`config.mk`:
```
export PLATFORM = sky130hd
export DESIGN_NAME = msec_fifo
export DESIGN_NICKNAME = d
export VERILOG_FILES = /design/src/sv/msec_pkg.sv /design/src/sv/msec_fifo.sv
export SDC_FILE = /design/constraint.sdc
export NUM_CORES = 1
export LEC_CHECK = 0
export BUFFER_PORTS_ARGS = -buffer_cell sky130_fd_sc_hd__clkbuf_2
export CAP_MARGIN = 20
export CORE_MARGIN = 5
export CORE_UTILIZATION = 35
export CTS_CLUSTER_SIZE = 24
export DETAILED_ROUTE_END_ITERATION = 16
export PLACE_DENSITY = 0.63
export SETUP_SLACK_MARGIN = 0.05
export SYNTH_ARGS = -nofsm -noshare
export SYNTH_HDL_FRONTEND = slang
export SYNTH_SLANG_ARGS = --single-unit
```
`constraint.sdc`:
```
create_clock -name i_clk -period 2.29 [get_ports i_clk]
set_input_delay 0.3435 -clock i_clk [delete_from_list [all_inputs] [get_ports i_clk]]
set_output_delay 0.3435 -clock i_clk [all_outputs]
set_load 0.01 [all_outputs]
```
`src/sv/msec_pkg.sv`:
```
// Package for the min_step_equalize_cost block: payload structs, queue entry,
// back-end state encoding and sizing constants. No dependencies.
`timescale 1ns / 1ps
`default_nettype none

package msec_pkg;

    localparam int MSEC_VAL_W       = 16;
    localparam int MSEC_MOVES_W     = 26;
    localparam int MSEC_MAX_ITEMS   = 1024;
    localparam int MSEC_QUEUE_DEPTH = 2;
    localparam logic [MSEC_VAL_W-1:0] MSEC_STEP_RESET = 16'd1;

    typedef struct packed {
        logic [MSEC_VAL_W-1:0] sample_value;
        logic                  last_item;
    } t_item;

    typedef struct packed {
        logic                    feasible;
        logic [MSEC_MOVES_W-1:0] total_moves;
    } t_res;

    // One queue entry: the value, whether the store takes it, whether it closes the set.
    typedef struct packed {
        logic [MSEC_VAL_W-1:0] value;
        logic                  keep;
        logic                  last;
    } t_cmd;

    typedef enum logic [3:0] {
        BK_LOAD,
        BK_BASE,
        BK_BASE_CAP,
        BK_CHK_RD,
        BK_CHK_DIV,
        BK_CHK_WAIT,
        BK_ROW_RD,
        BK_ROW_CAP,
        BK_SWEEP,
        BK_ROW_END,
        BK_DIV_START,
        BK_DIV_WAIT,
        BK_OUT
    } t_bk_state;

endpackage

`default_nettype wire

```
`src/sv/msec_fifo.sv`:
```
// Short queue of t_cmd entries between the front end and the back end.
// Depends on msec_pkg.
`timescale 1ns / 1ps
`default_nettype none

module msec_fifo
    import msec_pkg::*;
(
    input  wire logic i_clk,
    input  wire logic i_rst_n,
    input  wire logic i_push,
    input  wire t_cmd i_cmd,
    output logic      o_full,
    input  wire logic i_pop,
    output logic      o_valid,
    output t_cmd      o_cmd
);

    localparam int QD  = MSEC_QUEUE_DEPTH;
    localparam int QAW = (QD > 1) ? $clog2(QD) : 1;
    localparam int QCW = $clog2(QD + 1);

    t_cmd             r_mem [QD];
    logic [QAW-1:0]   r_wp, n_wp;
    logic [QAW-1:0]   r_rp, n_rp;
    logic [QCW-1:0]   r_cnt, n_cnt;
    logic             do_push, do_pop;

    assign o_full  = (r_cnt == QCW'(QD));
    assign o_valid = (r_cnt != '0);
    assign o_cmd   = r_mem[r_rp];
    assign do_push = i_push && !o_full;
    assign do_pop  = i_pop && o_valid;

    always_comb begin
        n_wp  = r_wp;
        n_rp  = r_rp;
        n_cnt = r_cnt;
        if (do_push) begin
            n_wp = (r_wp == QAW'(QD - 1)) ? '0 : r_wp + 1'b1;
        end
        if (do_pop) begin
            n_rp = (r_rp == QAW'(QD - 1)) ? '0 : r_rp + 1'b1;
        end
        if (do_push && !do_pop) begin
            n_cnt = r_cnt + 1'b1;
        end else if (do_pop && !do_push) begin
            n_cnt = r_cnt - 1'b1;
        end
    end

    always_ff @(posedge i_clk) begin
        if (!i_rst_n) begin
            r_wp  <= '0;
            r_rp  <= '0;
            r_cnt <= '0;
        end else begin
            r_wp  <= n_wp;
            r_rp  <= n_rp;
            r_cnt <= n_cnt;
        end
    end

    always_ff @(posedge i_clk) begin
        if (do_push) begin
            r_mem[r_wp] <= i_cmd;
        end
    end

endmodule

`default_nettype wire

```
=== Word level (Yosys, flattened, before mapping) ===
Memories as Yosys holds them, arrays and structs flattened. A register that Yosys moved wholly into a read port is not among the register bits.
Index checks and enable logic that the tools add are counted.

* Bits in registers: 4
* Bits in writable memories: 36
* Bits of input ports: 22
* Logic and storage cells: 26
* Memories: 1

* Add/subtract/negate cells: 4
* Equal/unequal tests: 1
* Muxes and demuxes: 8
* Reductions and logical operators: 9

{| class="wikitable"
|+ Memories
! memory !! depth !! width !! read ports !! clocked after Yosys merged registers in !! wr ports !! RTL line !! RTL
|-
| r_mem || 2 || 18 || 1 || 1 || 1 || msec_fifo.sv:23 || <nowiki>t_cmd r_mem [QD];</nowiki>
|}

{| class="wikitable"
|+ Operators by type and width
! kind !! count
|-
| $mux 1 || 6
|-
| $logic_and 1x1->1 || 4
|-
| $mux 2 || 2
|-
| $reduce_bool 2->1 || 2
|-
| $logic_not 1->1 || 3
|-
| $add 1x1->1 const B || 2
|-
| $add 2x1->2 const B || 1
|-
| $eq 2x2->1 const B || 1
|-
| $sub 2x1->2 const B || 1
|}

=== Depth between registers and ports, before layout ===
* Depth after elaboration: 7
* Depth in mapped cells: 7
* Depth with buffers taken out: 7

=== Worst setup path after synthesis ===
Ideal clock, no wire load.

* Path kind: flip-flop to flip-flop
* Start point: reg r_cnt[0]
* End point: mem r_mem[0][0] in the netlist's numbering, enable pin
* Library setup time: 392 ps
* Arrival: 1361 ps
* Slack: 537 ps
* Cell stages (with the launch flop): 4
* Path buffers: 0
* Clock period less this slack: 1753 ps
* Path through: dfxtp_1 -> nand2b_1 -> inv_2 -> nor3_2

* Longest elaborated chain between the ends: 5

{| class="wikitable"
|+ Ends and longest elaborated chain
! element !! RTL line !! RTL
|-
| from (decl) || msec_fifo.sv:26 || <nowiki>logic [QCW-1:0] r_cnt, n_cnt;</nowiki>
|-
| from (signal assigned) || msec_fifo.sv:60 || <nowiki>r_cnt <= n_cnt;</nowiki>
|-
| $eq 2x2->1 || msec_fifo.sv:29 || <nowiki>assign o_full = (r_cnt == QCW'(QD));</nowiki>
|-
| net o_full || msec_fifo.sv:13 || <nowiki>output logic o_full,</nowiki>
|-
| $logic_not 1->1 || msec_fifo.sv:32 || <nowiki>assign do_push = i_push && !o_full;</nowiki>
|-
| $logic_and 1x1->1 || msec_fifo.sv:32 ||
|-
| $mux 1 || msec_fifo.sv:65 || <nowiki>if (do_push) begin</nowiki>
|-
| $mux 1 (implied by the code) || msec_fifo.sv:66 || <nowiki>r_mem[r_wp] <= i_cmd;</nowiki>
|-
| to (decl) || msec_fifo.sv:23 ||
|}

The timed path passes the listed nets, and every way through them passes these cells.

==> results.md <==
* Initial antenna violation count at 0
* Synth-to-Final Area Change at 23.92%
* Reg-to-reg critical path endpoint: r_cnt[1]
* Root Buffer: clkbuf_8
* Synth area leaders: edfxtp_1 (71%), mux2_2 (13%), dfxtp_1 (6.5%), and2_1 (1.2%), xnor2_1 (1.1%)
* Post-Syn Area per Cell at 18.92 sq um
* Unique masters post-synth at 22
* Syn Nets at 104
* Hold EP: r_mem[0][13]
* Max_cap viols at 0
* Synth warnings at 0
* Worst hold path depth at 1
* Port Buffers at 41
* Vias in the first global route at 981
* Largest net degree at the start of global routing at 20
* CTS tree: built
* Crit-path cells: buf_4, mux2_2, clkbuf_2
* IO Pins at 42
* DRC at 0
* Setup TNS at 0 ns
* Clock Pin Slew Worst Setup and Hold Paths at 0.07 ns
* Initial detailed-routing violation count at 38
* Core box area at 4294 sq um
* Vias at 848
* WP buf/inv at 2
* Die Width at 76.18 um
* Slew at the pin closest to its max-slew limit at 0.3647 ns
* Min-delay worst type: in -> reg
* Synthesized area at 1533 sq um
* Crit start category: flop
* Cts repair resizes at 0
* CP delay by family, top: flip-flops
* Sequential element share of the synthesized area at 0.7706
* Max IR drop VDD at 514.7 uV
* Vias per cell at 4.634
* Power Total at 2.012 mW
* Die Area at 5803 sq um
* Setup violators final at 0
* Launch point of the worst reg-to-reg path: r_cnt[0]
* Pwr dens at 1059 nW/um^2
* GPL Wtd Cong at 0.6550
* Leak pwr at 0.7347 nW
* Max Freq at 521.1 MHz
* Final Hold Fails at 0
* CP Capture Type: output pin
* Depth of the CTS H-tree at 2
* Final WS setup at 0.3709 ns
* R2R cell count at 6
* Nets@finish at 153
* Worst endpoint required time at 1.95 ns
* Total track usage at 0.09898
* ANT cells at 0
* CTS max path bufs at 2
* Num rows at 24
* Detail Placement HPWL at 2.007 mm
* Synth top area share at 0.7053
* Clock sinks at 41
* CTS Hold Buffers Added at 0
* Post-synthesis sequential element count at 41
* Worst Clk Skew at 0.008666 ns
* DR WL/cell at 14.68 um
* Area leader, netlist: edfxtp_1
* Syn Inst Count at 81
* TritonCTS buffer count at 5
* CP arrival at 1.58 ns
* TritonRoute pass-1 iters at 4
* Setup bufs post-CTS at 0
* Total grt overflow at 0
* Min-delay src: i_cmd[13]
* Final ANT Viol Nets at 0
* RSZ-0062 raised after global routing: no
* Rel. slew slack at 0.7565
* Setup WS pre-CTS at 0.6645 ns
* Slowest CP cell: dfxtp_1
* Status: finished clean
* Worst Path Max Fanout at 10
* Share of layout cells above drive strength 1 at 0.5344
* Final Max Slew Viols at 0
* Initial Utilization at 0.3569
* Min Tclk post-route at 1.919 ns
* FF-to-FF setup slack at 0.68 ns
* Die Ht at 76.18 um
* Post-Route WL at 2.686 mm
* Clk_lat worst skew at 0.28 ns
* CP max stage delay at 0.54 ns
* First-pass GRT wire length at 4.422 mm
* Final Cycle Share at 0.8380
* WS Path Type: reg -> out
## cell usage in the layout (no fill, tap or decap)
master	n
a21boi_0	1
a21boi_1	1
and2_1	3
and3_1	1
buf_4	3
clkbuf_1	2
clkbuf_2	41
clkbuf_8	5
clkinv_1	1
dfxtp_1	5
edfxtp_1	36
ha_1	1
inv_1	1
inv_2	1
mux2_2	18
nand2b_1	1
nor2_1	1
nor3_4	1
o21a_1	1
o21ai_0	1
o21ai_1	1
or2_2	1
or3_1	1
xnor2_1	2
xor2_1	1
## where the power goes
group	internal, mW	total, mW	switching [mW]	leakage [nW]
Sequential	0.945	1.00	0.0599	0.377
Combinational	0.290	0.579	0.289	0.317
Clock	0.212	0.428	0.216	0.0399
## worst register-to-register path, delay by kind of cell (launching register included)
family / cells / cell delay [ns]
DFF: 1 / 0.40
buffers and inverters: 1 / 0.07
and+or+nand+nor: 3 / 0.65
AOI/OAI and AO/OA: 1 / 0.14
adders and majority gates: 1 / 0.28
## cells in the mapped netlist
| master | instances |
|---|---|
| nor2_1 | 1 |
| inv_1 | 1 |
| nand2b_1 | 1 |
| a21boi_0 | 1 |
| o21ai_1 | 1 |
| inv_2 | 1 |
| and3_1 | 1 |
| nor3_2 | 1 |
| a21boi_1 | 1 |
| o21ai_0 | 1 |
| buf_4 | 1 |
| o21a_1 | 1 |
| or2_2 | 1 |
| xor2_1 | 1 |
| buf_2 | 1 |
| dfxtp_1 | 5 |
| mux2_2 | 18 |
| or3_1 | 1 |
| and2_1 | 3 |
| edfxtp_1 | 36 |
| ha_1 | 1 |
| xnor2_1 | 2 |
## state kept, by name, summed over array words and instances, names as in the netlist, named ones only
name / flops
r_mem: 36
r_wp: 1
r_rp: 1
r_cnt: 2
## layout make-up
type	instances	area [sq um]
clock inverter	1	3.754
fill	394	2395
clock buffer	7	76.32
tap	52	65.06
inverter	2	7.507
timing repair buffer	44	227.7
sequential	41	1181
multi-input combinational	36	337.8
## per-layer routing
| layer | GRT usage | part of all wire | vias up |
|---|---|---|---|
| li1 | - | - | 403 |
| met1 | 0.1027 | 0.41 | 413 |
| met2 | 0.1627 | 0.50 | 27 |
| met3 | 0.05319 | 0.074 | 5 |
| met4 | 0.04720 | 0.019 | 0 |
| met5 | 0 | 0 | - |
## through the flow
stage	util	cell area, sq um	cells	hold WS [ns]
finish	0.4423	1899	183	0.2490
global placement	0.4237	1819	175	0.4964
detailed placement	0.4237	1819	175	0.5072
CTS	0.4423	1899	183	0.2388
floorplan	-	1533	81	0.4424
global route	0.4423	1899	183	0.2313
## how the worst max path moves through the flow
stage               startpoint           to  slack [ns]  cells after the start
floorplan             r_cnt[0]  r_mem[0][0]        0.54                      3
global placement          flop     o_cmd[8]        0.68                      3
detailed placement        flop    o_cmd[13]        0.66                      3
CTS                       flop    o_cmd[13]        0.33                      3
global route              flop    o_cmd[13]        0.26                      3
finish                    flop     o_cmd[8]        0.37                      3
## kinds of logic (layout without fill, tap and decap cells)
family / after synthesis / count (layout) / synth area share
flops: 41 / 41 / 0.7706
compound gates: 5 / 5 / 0.02122
xor+xnor: 3 / 3 / 0.01715
simple gates: 9 / 9 / 0.03756
mux: 18 / 18 / 0.1322
fa+ha+maj: 1 / 1 / 0.008162
buf+inv: 4 / 54 / 0.01306
No activity file was read; power rests on OpenSTA's default activity.
