$ cat src/sv/msec_pkg.sv
// Package for the min_step_equalize_cost block: payload structs, queue entry,
// back-end state encoding and sizing constants. No dependencies.
`timescale 1ns / 1ps
`default_nettype none

package msec_pkg;

    localparam int MSEC_VAL_W       = 16;
    localparam int MSEC_MOVES_W     = 26;
    localparam int MSEC_MAX_ITEMS   = 1024;
    localparam int MSEC_QUEUE_DEPTH = 2;
    localparam logic [MSEC_VAL_W-1:0] MSEC_STEP_RESET = 16'd1;

    typedef struct packed {
        logic [MSEC_VAL_W-1:0] sample_value;
        logic                  last_item;
    } t_item;

    typedef struct packed {
        logic                    feasible;
        logic [MSEC_MOVES_W-1:0] total_moves;
    } t_res;

    // One queue entry: the value, whether the store takes it, whether it closes the set.
    typedef struct packed {
        logic [MSEC_VAL_W-1:0] value;
        logic                  keep;
        logic                  last;
    } t_cmd;

    typedef enum logic [3:0] {
        BK_LOAD,
        BK_BASE,
        BK_BASE_CAP,
        BK_CHK_RD,
        BK_CHK_DIV,
        BK_CHK_WAIT,
        BK_ROW_RD,
        BK_ROW_CAP,
        BK_SWEEP,
        BK_ROW_END,
        BK_DIV_START,
        BK_DIV_WAIT,
        BK_OUT
    } t_bk_state;

endpackage

`default_nettype wire

$ cat src/sv/msec_front.sv
// Front end: accepts input beats, tags each as kept or dropped by store fill,
// and pushes it into the queue. Depends on msec_pkg.
`timescale 1ns / 1ps
`default_nettype none

module msec_front
    import msec_pkg::*;
#(
    parameter int MAX_ITEMS = MSEC_MAX_ITEMS,
    localparam int CNT_W = $clog2(MAX_ITEMS + 1)
) (
    input  wire logic  i_clk,
    input  wire logic  i_rst_n,
    input  wire logic  i_in_valid,
    output logic       o_in_stall,
    input  wire t_item i_item,
    output logic       o_push,
    output t_cmd       o_cmd,
    input  wire logic  i_q_full
);

    logic [CNT_W-1:0] r_cnt, n_cnt;
    logic             keep;

    assign keep       = (r_cnt < CNT_W'(MAX_ITEMS));
    assign o_in_stall = i_q_full;
    assign o_push     = i_in_valid && !i_q_full;
    assign o_cmd      = '{value: i_item.sample_value, keep: keep, last: i_item.last_item};

    always_comb begin
        n_cnt = r_cnt;
        if (o_push) begin
            if (i_item.last_item) begin
                n_cnt = '0;
            end else if (keep) begin
                n_cnt = r_cnt + 1'b1;
            end
        end
    end

    always_ff @(posedge i_clk) begin
        if (!i_rst_n) begin
            r_cnt <= '0;
        end else begin
            r_cnt <= n_cnt;
        end
    end

endmodule

`default_nettype wire

$ cat config.mk
export PLATFORM = sky130hd
export DESIGN_NAME = msec_front
export DESIGN_NICKNAME = d
export VERILOG_FILES = /design/src/sv/msec_pkg.sv /design/src/sv/msec_front.sv
export SDC_FILE = /design/constraint.sdc
export NUM_CORES = 1
export LEC_CHECK = 0
export CELL_PAD_IN_SITES_DETAIL_PLACEMENT = 1
export CELL_PAD_IN_SITES_GLOBAL_PLACEMENT = 1
export CORE_UTILIZATION = 44
export CTS_BUF_LIST = sky130_fd_sc_hd__clkbuf_8
export DETAILED_ROUTE_END_ITERATION = 10
export DONT_BUFFER_PORTS = 1
export PLACE_DENSITY = 0.76
export SLEW_MARGIN = 5
export SYNTH_ARGS = -nofsm -noshare
export SYNTH_HDL_FRONTEND = slang
export SYNTH_SLANG_ARGS = --single-unit
$ cat constraint.sdc
create_clock -name i_clk -period 1.6 [get_ports i_clk]
set_input_delay 0.24 -clock i_clk [delete_from_list [all_inputs] [get_ports i_clk]]
set_output_delay 0.24 -clock i_clk [all_outputs]
set_load 0.01 [all_outputs]
==> After elaboration in Yosys (flattened, before gate mapping) <==
Cells that the tools add are included.
{ "totals": {"reg_bits": 11, "inputBits": 21, "elab_cells": 9} }
{ "classes": {"addsub": 1, "n_lt_le_gt_ge": 1, "n_mux": 2, "reduce_logical": 4} }
{ "ops": {"columns": ["operator", "count"], "rows": [
  ["11-bit two-way mux", 2],
  ["11-bit by 1-bit adder with 11-bit output, second input constant", 1],
  ["11-bit < comparator, second input constant", 1],
  ["2-bit AND reduction", 1],
  ["2-bit nonzero test", 1],
  ["1-bit logical AND", 1],
  ["1-bit zero test", 1]
]} }

==> Logic depth before layout (Yosys ltp) <==
Gate-level depths: netlist of the first run.
{ "depth": {"depth_word": 3, "mapped_depth": 5} }

==> Worst setup path after synthesis of the first run <==
Ideal clock, no wire load.
{ "synth_timing": {"path_kind": "flip-flop to flip-flop", "startpoint": "register r_cnt[0]", "endpoint": "register r_cnt[8]", "arrival_time_ps": 1119, "required_time_ps": 1463, "slack_ps": 344, "stages_incl_launch_ff": 6, "n_path_buf": 0, "path_cell_list": "dfxtp_1 -> ha_1 -> nand4_1 -> nor4b_2 -> xnor2_1 -> nor2_1"} }
{ "synth_between": {"elab_chain_len": 3, "word_cells_on_any_way": 6} }
{ "synth_rtl": {"columns": ["element", "line_no", "source"], "rows": [
  ["from (decl)", "msec_front.sv:22", "logic [CNT_W-1:0] r_cnt, n_cnt;"],
  ["from (signal assigned)", "msec_front.sv:45", "r_cnt <= n_cnt;"],
  ["11-bit by 1-bit adder with 11-bit output or 11-bit < comparator (tied branches)", "msec_front.sv:36, msec_front.sv:25", null],
  ["11-bit two-way mux or 2-bit nonzero test (tied branches)", null, null],
  ["11-bit two-way mux or 2-bit AND reduction (tied branches)", null, null]
]} }
Parallel ways exist; a longest one is shown, timed or not. The select of a mux whose other input is x is not followed.
A chain may end at the register's enable or synchronous reset.

==> Worst setup path in the final report of the first run <==
{ "layout_timing": {"startpoint": "register r_cnt[0]", "endpoint": "register r_cnt[6]"} }
The elaborated chain is that of the path after synthesis.

==> metrics.md, run 1 <==
| Metric | Value |
|---|---|
| Antenna viol nets, final | 0 |
| Layout Utilization | between 40 and 50% |
| Clock latency on the worst-skew pair | 0.24 ns |
| Final Worst Setup Slack | 0.205 ns |
| Buffers on Ports | 0 |
| Largest net degree at the start of global routing | 11 |
| Sequential area share after synthesis | approximately a third |
| Synth Area in Simple Gates | between 20 and 30% |
| Clock Power Share | 47.6% |
| Core area | about 0.0014 sq mm |
| Endpoints failing hold | 0 |
| Wirelength per Cell | 15.5 microns |
| Distinct cells, synth | 24 |
| Sequential power share | 47.8% |
| Status | complete, no violations |
| Die width | 41.7 microns |
| Clock-pin slew on the worst setup and hold paths | 0.05 ns |
| Period Utilization, post-route | 87.2% |
| Skew final | 0.000566 ns |
| Setup Crit Path Kind | reg2reg |
| Commonest non-fill, non-tap cells in the layout | dfxtp_1, nor2_1, inv_1, nand4_1, xnor2_1 |
| Worst r2r path cells | 5 |
| Post-synth EDFFs | 0 |
| Hold slack | 0.132 ns |
| Top Ports | 41 |
| Synth Area in XOR/XNOR | 8.83% |
| WHS Endpoint | r_cnt[1] |
| Overall routing resource usage | 16.2% |
| P_int | 0.456 mW |
| Max Cap Violations | 0 |
| Startpoint Class | register |
| Synth warn | 0 |
| Setup WS pre-CTS | 0.210 ns |
| Max transition margin | about 83% |
| Clk buf depth | 2 |
| Initial Util | 50.2% |
| Mux share of post-synthesis cell area | 0% |
| # DRC | 0 |
| Fmax | 0.717 GHz |
| Leakage | 0.214 nW |
| Combinational Power Share | 4.6% |
| Final nets | 87 |
| Hold path depth | 1 |
| Req. time, crit path | 1.73 ns |
| Area growth syn-to-layout | -10.3% |
| Setup repair bufs after CTS | 0 |
| Hold buffers post-CTS | 0 |
| Critical R2R Launch | r_cnt[0] |
| CP Data Arrival Time | 1.53 ns |
| Largest regs | r_cnt x11 |
| Htree depth | 1 |
| CTS tree | built |
| Reg-to-reg setup timing slack | 0.20 ns |
| Mapped Cells | 78 |
| Final HPWL DP | roughly 860 microns |
| Peak VDD IR | 0.000511 V |
| Switching fraction of total power | 21.9% |
| Gr ovfl total | 0 |
| DR vias | 449 |
| Die area | 0.00174 sq mm |
| Setup TNS | 0 ns |
| Worst Tran Pin Value | 0.259 ns |
| Cts bufs inserted | 3 |
| Worst min path class | in2reg |
| Syn Nets | 100 |
| Final worst path period need | 1.40 ns |
| # diodes | 0 |
| TritonRoute pass-1 iters | 2 |
| #FFs+latches synth | 11 |
| Switching pwr | 0.128 mW |
| # rows | 13 |
| Hold_sp | i_rst_n |
| Synth area leaders | dfxtp_1, buf_4, xnor2_1 |
| Fill count | about 160 |
| Die Y-Extent | between 40 and 50 microns |
| Post-CTS sizing | 0 |
| Commonest non-fill, non-tap cell in the layout | dfxtp_1 |
| CP endpoint kind | register |
| Reg-to-reg endpoint | r_cnt[6] |
| Clk sinks | 11 |
| Cell taking the most area after synthesis | dfxtp_1 |
| Critical Path Fanout Max | 3 |
| Synth Area in Adders | 1.80% |
| Share of layout cells above drive strength 1 | 18.8% |
| Unrepaired setup endpoints after global routing | false |
| Final setup fails | 0 |
| Main combinational cell family by area after synthesis | simple AND/OR/NAND/NOR gates |
| Root Driver | clkbuf_8 |
| GP Congestion | slightly below 0.8 |
| Fin. max-slew vios | 0 |
| Vias in the first global route | around 480 |
| Drt via density | approximately 5.7 |
| Number of flip-flops under the largest register name | 11 |
| Commonest register cell after synthesis | dfxtp_1 |
| Synth top area share | 31.7% |
| DRT iter0 DRCs | 4 |
| First-pass GRT wire length | 2.03 mm |
| Total wire length | 1.22 mm |
| PwrDens | 937 mW/mm^2 |
| Syn Area/Cell | 8.90 sq um |
| Initial antenna violation count | 0 |
| Largest register by flop count | r_cnt |
| Post-Syn Area | 694 sq um |
| Compound-cell area share of the yosys netlist | approximately 5.6% |
| Asr flop ratio synth | 0% |
-- cells in the mapped netlist (all sizes together) (2+ instances only) --
master and instances:
inv 4, buf 19, o21ai 3, nand4 5, nand3 3, nand2 2
nor4b 2, xor2 3, or3 2, nor2 9, xnor2 4, and2 2
a21oi 3, dfxtp 11
-- worst max-delay path by stage --
stage	slack (ns)	start	end	cells after the start
2_1_floorplan	0.34	r_cnt[0]	r_cnt[8]	5
3_3_place_gp	0.27	r_cnt[0]	r_cnt[8]	5
4_1_cts	0.18	r_cnt[0]	r_cnt[6]	5
3_5_place_dp	0.21	r_cnt[0]	r_cnt[6]	5
5_1_grt	0.11	r_cnt[0]	r_cnt[6]	5
6_report	0.20	r_cnt[0]	r_cnt[6]	5
-- cell type report --
cell class	count	area (sq um)	area share, %
Tap cell	15	18.8	3.01
Inverter	4	17.5	2.81
Sequential cell	11	220	35.3
Timing Repair Buffer	1	7.51	1.20
Clock inverter	1	3.75	0.602
Clock buffer	3	41.3	6.63
Multi-Input combinational cell	44	314	50.4
-- worst max-delay path: stages (launching register included) --
cell     delay, ns
dfxtp_1       0.36
ha_1          0.21
nand4_1       0.19
nor4b_2       0.31
xnor2_1       0.16
nor2_1        0.05
-- power by group through the flow --
stage               registers (mW)  logic (mW)  clock network, mW
floorplan                    0.284      0.0662                  0
global placement             0.284      0.0267                  0
detailed placement           0.285      0.0270                  0
CTS                          0.279      0.0272              0.286
global route                 0.279      0.0294              0.300
finish                       0.279      0.0267              0.278
-- per-layer routing --
metal,global-route usage (%),part of all wire (%),vias up,wire length (microns)
met3,8.70,11,9,129
li1,-,-,212,-
met5,0,0,-,0
met2,23.8,43,17,527
met4,14.2,3.8,0,46
met1,16.4,42,211,519
-- logic make-up after synthesis --
| logic type | after synthesis |
|---|---|
| DFF | 11 |
| xor gates and xnor gates | 7 |
| and+or+nand+nor | 29 |
| buffers and inverters | 23 |
| adders and majority gates | 1 |
| AOI/OAI and AO/OA | 7 |
-- per-stage QoR --
stage	cells	power (mW)	area, sq um
global route	79	0.608	623
global placement	75	0.311	578
CTS	79	0.592	623
finish	79	0.584	623
floorplan	78	0.350	694
detailed placement	75	0.312	578
Power figures use the tool's default switching activity.
==> run 2, diff against run 1 <==
clock period = 1.3 ns   (was 1.6 ns; I/O delays follow)
==> run 2 against run 1 <==
Effect of this change: the flow now finishes with violations (negative setup slack); sequential power is 23% higher; maximum frequency is 7.1% higher; wire length is 15% higher; non-clock buffer count is 5 higher; power is 23% higher; die area stayed put; final area is 11% higher; critical path type unchanged.
==> metrics.md, run 2 (same netlist as run 1, synthesis figures left out) <==
| Metric | Value |
|---|---|
| Wirelength per Cell | 16.7 microns (+7.8%) |
| Stages on the worst setup path | 5 (unchanged) |
| # diodes | 0 (unchanged) |
| Sequential power share | 47.5% (-0.3 points) |
| GP Congestion | 0.785 (+0.15%) |
| Startpoint Class | register |
| Setup WS pre-CTS | -0.0104 ns (-0.220 ns) |
| Reg-to-reg endpoint | r_cnt[9] |
| Clock-pin slew on the worst setup and hold paths | 0.05 ns (about the same) |
| CP max stage delay | 0.34 ns (-0.02 ns) |
| Switching fraction of total power | 21.5% (-0.38 points) |
| Fin. max-slew vios | 0 (unchanged) |
| Worst min path class | in2reg |
| Reg-to-reg setup timing slack | -0.003 ns (-0.21 ns) |
| Status | finished with violations |
| Vias in the first global route | 550 (+14%) |
| Max transition margin | 83.8% (+1.1 points) |
| Unrepaired setup endpoints after global routing | true |
| # DRC | 0 (unchanged) |
| Root Driver | clkbuf_8 |
| CP Data Arrival Time | 1.47 ns (-0.06 ns) |
| Req. time, crit path | 1.46 ns (-0.27 ns) |
| Leakage | 0.240 nW (+12%) |
| Top Ports | 41 (unchanged) |
| Overall routing resource usage | 16.7% (+0.58 points) |
| Die area | 0.00174 sq mm (unchanged) |
| Share of layout cells above drive strength 1 | 33.3% (+15 points) |
| Final setup fails | 2 (+2) |
| Antenna viol nets, final | 0 (unchanged) |
| Peak VDD IR | 0.000666 V (+30%) |
| Commonest non-fill, non-tap cell in the layout | dfxtp_1 |
| DP Area | 608 sq um (+5.2%) |
| Fill count | 153 (-1.3%) |
| Tot Pwr | 0.721 mW (+23%) |
| Gr ovfl total | 0 (unchanged) |
| Largest net degree at the start of global routing | 8 (-3) |
| Critical-path cell list | buf_4 -> and2_2 -> nand4_4 -> or3_1 -> a21oi_1 |
| Buffers on Ports | 0 (unchanged) |
| Clock latency on the worst-skew pair | 0.24 ns (about the same) |
| Clk buf depth | 2 (unchanged) |
| PwrDens | 1050 mW/mm^2 (+12%) |
| # rows | 13 (unchanged) |
| Period Utilization, post-route | 100% (+13 points) |
| Final nets | 92 (+5.7%) |
| Bufs and invs on worst path | 1 (+1) |
| Combinational Power Share | 5.9% (+1.3 points) |
| Initial antenna violation count | 0 (unchanged) |
| Drt via density | 5.81 (+2.2%) |
| Critical Path Fanout Max | 5 (+2) |
| CTS tree | built |
| Cts bufs inserted | 3 (unchanged) |
| Number of flip-flops under the largest register name | 11 (unchanged) |
| Critical R2R Launch | r_cnt[0] |
| Endpoints failing hold | 0 (unchanged) |
| Initial Util | 50.2% (unchanged) |
| DR vias | 488 (+8.7%) |
| Clk sinks | 11 (unchanged) |
| CP endpoint kind | register |
| DRT iter0 DRCs | 6 (+2) |
| Final Worst Setup Slack | -0.00254 ns (-0.207 ns) |
| First-pass GRT wire length | 2.28 mm (+13%) |
| Hold_sp | i_rst_n |
| Fin area | 689 sq um (+11%) |
| CP delay by family, top | simple AND/OR/NAND/NOR gates |
| Worst r2r path cells | 5 (unchanged) |
| Max stage delay cell, worst path | dfxtp_2 |
| Switching pwr | 0.155 mW (+21%) |
| Total wire length | 1.40 mm (+15%) |
| Skew final | 0.00258 ns (+0.00202 ns) |
| Hold buffers post-CTS | 0 (unchanged) |
| Violated checks | negative setup slack |
| Final worst path period need | 1.30 ns (-0.0928 ns) |
| Largest regs | r_cnt x11 |
| Area growth syn-to-layout | -0.721% |
| Final HPWL DP | 973 microns (+14%) |
| Commonest non-fill, non-tap cells in the layout | dfxtp_1, nor2_1, buf_4 |
| Clock Power Share | 46.5% (-1.1 points) |
| WHS Endpoint | r_cnt[1] |
| FF+latch area | 225 sq um (+2.3%) |
| P_int | 0.566 mW (+24%) |
| Multi-input logic area | 338 sq um (+7.6%) |
| Htree depth | 1 (unchanged) |
| Die width | 41.7 microns (unchanged) |
| Largest register by flop count | r_cnt |
| Worst Tran Pin Value | 0.242 ns (-0.0167 ns) |
| Die Y-Extent | 41.7 microns (unchanged) |
| Fmax | 0.768 GHz (+7.1%) |
| TritonRoute pass-1 iters | 3 (+1) |
| Setup Crit Path Kind | reg2reg |
| Hold path depth | 1 (unchanged) |
| Core area | 0.00138 sq mm (unchanged) |
| Max Cap Violations | 0 (unchanged) |
==> run 2: how the worst max path moves through the flow <==
stage                to  slack [ns]  startpoint
3_3_place_gp   r_cnt[8]        0.02    r_cnt[1]
6_report       r_cnt[9]      -0.003    r_cnt[0]
2_1_floorplan  r_cnt[8]        0.04    r_cnt[0]
5_1_grt        r_cnt[8]        -0.1    r_cnt[1]
3_5_place_dp   r_cnt[8]       -0.01    r_cnt[1]
4_1_cts        r_cnt[8]       -0.03    r_cnt[1]
==> run 2: cell type report <==
| cell class | count | area share, % |
|---|---|---|
| multi-input combinational | 44 | 49.0 |
| sequential | 11 | 32.7 |
| timing repair buffer | 6 | 6.53 |
| clock buffer | 3 | 5.99 |
| tap | 15 | 2.72 |
| inverter | 4 | 2.54 |
| clock inverter | 1 | 0.544 |
==> run 2: timing repair <==
item,in CTS,in global routing
pin swaps,5,4
setup buffers,1,0
gates resized for setup,4,4
setup endpoints to repair,2,5
==> run 2: metrics by stage <==
stage	std cells	utilization (%)	hold slack, ns	setup TNS (ns)
floorplan	78	-	0.323	0
global placement	79	44.0	0.334	0
detailed placement	79	44.0	0.336	-0.0104
CTS	84	48.9	0.0867	-0.0271
global route	84	49.9	0.0821	-0.291
finish	84	49.9	0.0946	-0.00314
==> run 2: metal layers <==
| layer | GRT usage [%] | vias to the layer above | part of all wire, % |
|---|---|---|---|
| met5 | 0 | - | 0 |
| met4 | 10.3 | 0 | 1.2 |
| met3 | 5.22 | 6 | 8.0 |
| met2 | 28.4 | 16 | 51 |
| met1 | 17.8 | 240 | 40 |
| li1 | - | 226 | - |
==> run 2: power groups by stage <==
stage / clock, mW / combinational, mW / sequential (mW)
detailed placement: 0 / 0.0413 / 0.349
global route: 0.363 / 0.0458 / 0.343
CTS: 0.345 / 0.0425 / 0.344
finish: 0.335 / 0.0429 / 0.342
floorplan: 0 / 0.0814 / 0.350
global placement: 0 / 0.0398 / 0.349
